[src/design/nfci_pkg.sv]
// Package for the NOR flash command interface: item field codes, command and
// data byte constants, and the control and status bundles between blocks.
// No dependencies.
package nfci_pkg;

   // Default array size and the fixed erase sector size.
   localparam int NFCI_FLASH_BYTES  = 524288;
   localparam int NFCI_SECTOR_BYTES = 4096;
   localparam int NFCI_SECTOR_AW    = $clog2(NFCI_SECTOR_BYTES);

   // Item kinds carried in tuser.
   localparam logic [1:0] OP_READ    = 2'd0;
   localparam logic [1:0] OP_WRITE   = 2'd1;
   localparam logic [1:0] OP_PRELOAD = 2'd2;

   // Unlock addresses, with the bank bits dropped.
   localparam logic [14:0] ADDR_UNLOCK1 = 15'h5555;
   localparam logic [14:0] ADDR_UNLOCK2 = 15'h2AAA;

   // Command and data bytes.
   localparam logic [7:0] DATA_UNLOCK1      = 8'hAA;
   localparam logic [7:0] DATA_UNLOCK2      = 8'h55;
   localparam logic [7:0] CMD_PROGRAM       = 8'hA0;
   localparam logic [7:0] CMD_ERASE         = 8'h80;
   localparam logic [7:0] CMD_ID_ENTRY      = 8'h90;
   localparam logic [7:0] CMD_ID_EXIT       = 8'hF0;
   localparam logic [7:0] CMD_CHIP_ERASE    = 8'h10;
   localparam logic [7:0] CMD_SECTOR_ERASE  = 8'h30;
   localparam logic [7:0] ID_MANUFACTURER   = 8'hBF;
   localparam logic [7:0] ID_DEVICE         = 8'hB7;
   localparam logic [7:0] ERASED_BYTE       = 8'hFF;

   // Source of the read_data byte of a result.
   typedef enum logic [1:0] {
      RD_ZERO  = 2'd0,
      RD_ARRAY = 2'd1,
      RD_ID    = 2'd2
   } rd_sel_type;

   // Decoded view of the captured word, sent from datapath to controller.
   typedef struct packed {
      logic [1:0] op;
      logic       bank_hit;
      logic       cpu_hi;
      logic       cmd_5555;
      logic       cmd_2aaa;
      logic       d_aa;
      logic       d_55;
      logic       d_a0;
      logic       d_80;
      logic       d_90;
      logic       d_f0;
      logic       d_10;
      logic       d_30;
      logic       erase_last;
   } dp_status_type;

   // Datapath controls issued by the controller.
   typedef struct packed {
      logic       capture;
      logic       load_bank;
      logic       mem_rd;
      logic       prog_wr;
      logic       preload_wr;
      logic       erase_chip;
      logic       erase_sector;
      logic       erase_run;
      logic       out_load;
      rd_sel_type rd_sel;
      logic       id_mode;
   } dp_cmd_type;

endpackage

[src/design/nfci_controller.sv]
// Controller of the NOR flash command interface: item sequencer, unlock and
// command state machine, ID mode, flash enable register and result valid.
// Depends on nfci_pkg.
module nfci_controller
   import nfci_pkg::*;
(
   input  logic          clock,
   input  logic          reset,
   input  logic          csr_we,
   input  logic          csr_wdata,
   input  logic          req_tvalid,
   output logic          req_tready,
   output logic          rsp_tvalid,
   input  logic          rsp_tready,
   input  dp_status_type status,
   output dp_cmd_type    cmd
);

   typedef enum logic [4:0] {
      S_IDLE  = 5'b00001,
      S_EXEC  = 5'b00010,
      S_PROG  = 5'b00100,
      S_ERASE = 5'b01000,
      S_RESP  = 5'b10000
   } seq_state_type;

   typedef enum logic [3:0] {
      CM_READY   = 4'b0001,
      CM_COMMAND = 4'b0010,
      CM_PROGRAM = 4'b0100,
      CM_ERASE   = 4'b1000
   } cmd_mode_type;

   seq_state_type state_ff, state_in;
   cmd_mode_type  cmode_ff, cmode_in;
   logic [1:0]    step_ff, step_in;
   logic          id_ff, id_in;
   logic          enabled_ff;
   logic          rsp_valid_ff, rsp_valid_in;
   logic          accept;
   logic          flash_write;

   assign req_tready  = (state_ff == S_IDLE);
   assign rsp_tvalid  = rsp_valid_ff;
   assign accept      = req_tvalid && req_tready;
   assign flash_write = (status.op == OP_WRITE) && !status.bank_hit &&
                        status.cpu_hi && enabled_ff;

   // Flash enable register.
   always_ff @(posedge clock) begin
      if (reset) begin
         enabled_ff <= 1'b1;
      end else if (csr_we) begin
         enabled_ff <= csr_wdata;
      end
   end

   // Sequencer and command state machine.
   always_comb begin
      state_in     = state_ff;
      cmode_in     = cmode_ff;
      step_in      = step_ff;
      id_in        = id_ff;
      rsp_valid_in = rsp_valid_ff && !rsp_tready;
      cmd          = '0;
      cmd.rd_sel   = RD_ZERO;
      cmd.id_mode  = id_ff;

      unique case (state_ff)
         S_IDLE: begin
            cmd.capture = accept;
            if (accept) begin
               state_in = S_EXEC;
            end
         end

         S_EXEC: begin
            cmd.mem_rd     = 1'b1;
            cmd.preload_wr = (status.op == OP_PRELOAD);
            cmd.load_bank  = (status.op == OP_WRITE) && status.bank_hit;
            state_in       = S_RESP;
            if (flash_write) begin
               unique case (cmode_ff)
                  CM_READY: begin
                     if (status.cmd_5555 && status.d_aa) begin
                        cmode_in = CM_COMMAND;
                        step_in  = 2'd0;
                     end else if (status.d_f0) begin
                        id_in = 1'b0;
                     end
                  end
                  CM_COMMAND: begin
                     if (step_ff == 2'd0 && status.cmd_2aaa && status.d_55) begin
                        step_in = 2'd1;
                     end else if (step_ff == 2'd1 && status.cmd_5555) begin
                        step_in = 2'd0;
                        if (status.d_a0) begin
                           cmode_in = CM_PROGRAM;
                        end else if (status.d_80) begin
                           cmode_in = CM_ERASE;
                        end else begin
                           cmode_in = CM_READY;
                           if (status.d_90) begin
                              id_in = 1'b1;
                           end else if (status.d_f0) begin
                              id_in = 1'b0;
                           end
                        end
                     end else begin
                        cmode_in = CM_READY;
                     end
                  end
                  CM_PROGRAM: begin
                     cmode_in = CM_READY;
                     state_in = S_PROG;
                  end
                  default: begin
                     if (step_ff == 2'd0 && status.cmd_5555 && status.d_aa) begin
                        step_in = 2'd1;
                     end else if (step_ff == 2'd1 && status.cmd_2aaa && status.d_55) begin
                        step_in = 2'd2;
                     end else begin
                        cmode_in = CM_READY;
                        if (step_ff == 2'd2) begin
                           if (status.cmd_5555 && status.d_10) begin
                              cmd.erase_chip = 1'b1;
                              state_in       = S_ERASE;
                           end else if (status.d_30) begin
                              cmd.erase_sector = 1'b1;
                              state_in         = S_ERASE;
                           end
                        end
                     end
                  end
               endcase
            end
         end

         // The stored byte arrived last cycle; write back the AND.
         S_PROG: begin
            cmd.prog_wr = 1'b1;
            state_in    = S_RESP;
         end

         // One erased byte per cycle until the sweep reaches its end.
         S_ERASE: begin
            cmd.erase_run = 1'b1;
            if (status.erase_last) begin
               state_in = S_RESP;
            end
         end

         // Load the result once the output register is free.
         default: begin
            if (status.op == OP_READ && status.cpu_hi) begin
               cmd.rd_sel = id_ff ? RD_ID : RD_ARRAY;
            end
            if (!rsp_valid_ff || rsp_tready) begin
               cmd.out_load = 1'b1;
               rsp_valid_in = 1'b1;
               state_in     = S_IDLE;
            end
         end
      endcase
   end

   always_ff @(posedge clock) begin
      if (reset) begin
         state_ff     <= S_IDLE;
         cmode_ff     <= CM_READY;
         step_ff      <= 2'd0;
         id_ff        <= 1'b0;
         rsp_valid_ff <= 1'b0;
      end else begin
         state_ff     <= state_in;
         cmode_ff     <= cmode_in;
         step_ff      <= step_in;
         id_ff        <= id_in;
         rsp_valid_ff <= rsp_valid_in;
      end
   end

   // An accepted word is always executed on the next cycle.
   a_accept_exec: assert property (@(posedge clock) disable iff (reset)
      accept |=> (state_ff == S_EXEC))
      else $error("accepted word not executed");

   // The program write-back follows the read issued during execution.
   a_prog_after_exec: assert property (@(posedge clock) disable iff (reset)
      (state_ff == S_PROG) |-> ($past(state_ff) == S_EXEC))
      else $error("program write without preceding read");

   // An erase sweep only runs after the command machine returned to ready.
   a_erase_ready: assert property (@(posedge clock) disable iff (reset)
      (state_ff == S_ERASE) |-> (cmode_ff == CM_READY))
      else $error("erase sweep while a command is pending");

   // The unlock step counts to two at most.
   a_step_range: assert property (@(posedge clock) disable iff (reset)
      step_ff != 2'd3)
      else $error("unlock step out of range");

   // A pending result is never overwritten.
   a_no_overwrite: assert property (@(posedge clock) disable iff (reset)
      (rsp_valid_ff && !rsp_tready) |=> $stable(rsp_valid_ff))
      else $error("pending result dropped");

endmodule
[config.mk]
export PLATFORM = sky130hd
export DESIGN_NAME = nfci_controller
export DESIGN_NICKNAME = d
export VERILOG_FILES = /design/src/design/nfci_pkg.sv /design/src/design/nfci_controller.sv
export SDC_FILE = /design/constraint.sdc
export NUM_CORES = 1
export LEC_CHECK = 0
export BUFFER_PORTS_ARGS = -buffer_cell sky130_fd_sc_hd__buf_2
export CORE_MARGIN = 5
export CORE_UTILIZATION = 50
export DETAILED_ROUTE_END_ITERATION = 8
export PLACE_DENSITY = 0.78
export SYNTH_ARGS = -nofsm -noshare
export SYNTH_HDL_FRONTEND = slang
export SYNTH_SLANG_ARGS = --single-unit
[constraint.sdc]
create_clock -name clock -period 2.4 [get_ports clock]
set_clock_uncertainty 0.1 [all_clocks]
set_input_delay 0.36 -clock clock [delete_from_list [all_inputs] [get_ports clock]]
set_output_delay 0.36 -clock clock [all_outputs]
set_load 0.02 [all_outputs]
==> impl_metrics.yaml <==
drt:
  wl_per_cell_um: 14.1
  vias: 1155
  drc: 0
  final_antenna_net_count: 0
  viasPerCell: 5.98
  routed_wl_um: 2730
  firstDrtPassIters: 4
  drt_iter0_markers: 33
yosys:
  synth_top_area_share_pct: 24.9
  synth_cell_types: 49
  synth_top_area_cell: "dfxtp_1"
  ys_seq_area_share_pct: 24.9
  yosysWarnings: 0
  synth_area_leaders: "dfxtp_1, nand2b_1, a21oi_1"
  ys_seq_elements: 14
  syn-num-nets: 155
  synthesis.area_mm2: 0.00113
  syn_inst: 134
  synth_area_per_cell_um2: 8.41
timing:
  slew_headroom_pct: 60.7
  post-route-period-util_pct: 97.0
  min_period_ns: 2.33
  fmax_mhz: 429
  layout_setup_ws_ns: 0.0716
  worst_pin_slew_ns: 0.581
  rsz0062_at_grt: "yes"
  hold_viol: 0
  slew_violations: 0
  setup_viol: 0
  setup_tns_ns: 0
clock_tree:
  clk_latency_ns: 0.28
  clock-root-buffer: "clkbuf_4"
  cts_sinks: 14
  ctsLongestPathBuffers: 2
  cts_tree: "done"
  path_clk_slew_ns: 0.10
  h-tree-depth: 1
  cts_made_buffers: 3
  cts_setup_buffers: 0
setup_path:
  worstPathMaxFanout: 9
  cpPeakStageDelay_ns: 0.50
  regToRegStartpoint: "cmode_ff[2]$_SDFFE_PP0P_"
  critPathBufInv: 1
  crit_chain: "xor2_1 > o211ai_1 > nor2b_1 > and4_1 > buf_2"
  worstPathRequired_ns: 1.94
  arrival_ns: 1.87
  r2r-end: "state_ff[4]$_SDFFE_PP0P_"
  path_depth: 5
  worst-r2r-cell-count: 4
  rrSetupSlack_ns: 0.50
  endpoint: "cmd[5]"
  crit_type: "reg -> out"
  crit_slowest_cell: "dfxtp_1"
  crit_path_start_kind: "flip-flop"
  worstSetupEndpointType: "output port"
  crit_family: "flip-flops"
  crit_start: "cmode_ff[2]$_SDFFE_PP0P_"
layout:
  drive_gt1_share_pct: 32.1
  fin_area_mm2: 0.00132
  n_antenna_cell: 0
  instances_no_fill: 193
  nNetsFinal: 187
  nFillCells: 192
  area_growth_pct: 16.8
  multi_input_area_um2: 764
  seqCellArea_um2: 284
floorplanning:
  initial_utilization_pct: 51.5
  die_area_mm2: 0.00330
  fp.dieW_um: 57.5
  io_pins: 35
  num_rows: 17
  core-area_mm2: 0.00219
  die_h_um: 57.5
min_path:
  holdCritPathClass: "in -> reg"
  hold_path_depth: 2
pwr:
  vdd_drop_max_v: 0.000492
  power_leakage_nw: 0.522
  power_w: 0.000743
  seq_power_share_pct: 38.3
  switching_share_pct: 38.1
  powerDensity_mw_per_mm2: 565
  clockPowerShare_pct: 23.9
  comb_power_share_pct: 37.7
  p_int_w: 0.000460
  p_switching_w: 0.000283
placed_design:
  gp_congestion: 0.728
  dp_hpwl_um: 2130
  dp_slack_ns: 0.385
  port_buffers: 34
  detailed_place.area_mm2: 0.00128
  placed_cells: 189
global_route:
  antenna_found_initial: 0
  grt_max_degree: 18
  grt_pass1_wl_um: 4470
  grt_remaining_overflow: 0
  grt_pass1_vias: 1060
  grt_usage_pct: 16.7
job:
  drv_cap: 0
status:
  status: "finished, final reports clean"
synthesized netlist by cell type, drive strengths merged:
cell	count
nand2	8
nor3	5
a41oi	1
nor4	3
mux2i	1
nand3b	2
o21ai	4
a211o	2
nor2	9
nand4bb	1
a32o	2
nand2b	9
a211oi	1
a2111oi	1
a2bb2oi	2
clkbuf	2
o31ai	2
or2	1
nor2b	5
o22a	1
and4bb	1
a21bo	1
or3	1
or4b	2
a31oi	2
buf	5
inv	7
o211ai	3
and2	1
nor3b	5
and4	2
dfxtp	14
o2111ai	2
a311oi	1
nor4b	4
and3b	1
a21oi	12
nand3	4
xor2	3
nand4	1
sequential cells by signal (all words and copies together) (netlist names):
| register | flops |
|---|---|
| id_ff | 1 |
| enabled_ff | 1 |
| state_ff | 5 |
| step_ff | 2 |
| rsp_tvalid | 1 |
| cmode_ff | 4 |
layout make-up:
class	instances	share of cell area, %
repair buffers	34	12.9
multi-input cells	106	58.1
inverters	7	2.00
flip-flops and latches	14	21.6
well taps	28	2.66
clock buffers	4	2.76
power by group through the flow:
| stage | Clock [W] | Combinational (W) | Sequential [W] |
|---|---|---|---|
| 2_1_floorplan | 0 | 0.000202 | 0.000283 |
| 3_3_place_gp | 0 | 0.000273 | 0.000286 |
| 3_5_place_dp | 0 | 0.000281 | 0.000289 |
| 4_1_cts | 0.000177 | 0.000284 | 0.000284 |
| 5_1_grt | 0.000195 | 0.000313 | 0.000290 |
| 6_report | 0.000178 | 0.000280 | 0.000285 |
per-layer routing:
metal,up-vias,GRT usage (%),wire length (um)
met5,-,0,0
met4,0,7.28,27
met3,4,3.17,289
met2,66,25.8,1270
li1,564,-,-
met1,521,22.4,1140
per-stage QoR:
step	utilization, %	hold slack (ns)
3_3_place_gp	58.3	0.419
2_1_floorplan	-	0.378
4_1_cts	59.9	0.181
3_5_place_dp	58.3	0.428
6_report	60.1	0.178
5_1_grt	60.1	0.176
logic make-up after synthesis:
family	synth area share (%)
simple gates	40.0
compound gates	24.6
xor+xnor	2.33
flops	24.9
buf+inv	7.33
mux	0.888
repair_timing:
item | 4_1_cts | 5_1_grt
resized for setup | 0 | 3
hold buffers | 0 | 0
setup endpoints to repair | 0 | 4
cells in the final DEF, fill, tap and decap left out, types with 2 or more instances in the layout:
master,netlist,layout
buf_2,0,34
a21oi_1,11,11
dfxtp_1,14,11
nand2b_1,9,9
nand2_1,8,8
inv_1,7,7
nor2_1,7,7
nor2b_1,5,5
nor4b_1,4,4
nor3_1,4,4
nand3_1,4,4
xor2_1,3,3
o21ai_0,3,3
o211ai_1,3,3
nor4_1,3,3
nor3b_1,3,3
clkbuf_4,0,3
dfxtp_2,0,3
and4_1,2,2
nand3b_1,2,2
o31ai_1,2,2
a31oi_1,2,2
a211o_1,2,2
a2bb2oi_1,2,2
o2111ai_1,2,2
a32o_1,2,2
how the worst min path moves through the flow:
| stage | start | end |
|---|---|---|
| finish | csr_wdata | enabled_ff$_SDFFE_PP1P_ |
| global route | csr_wdata | enabled_ff$_SDFFE_PP1P_ |
| CTS | csr_wdata | enabled_ff$_SDFFE_PP1P_ |
| detailed placement | rsp_tvalid$_SDFF_PP0_ | rsp_tvalid$_SDFF_PP0_ |
| global placement | rsp_tvalid$_SDFF_PP0_ | rsp_tvalid$_SDFF_PP0_ |
| floorplan | csr_wdata | enabled_ff$_SDFFE_PP1P_ |
No activity file was read; power rests on OpenSTA's default activity.
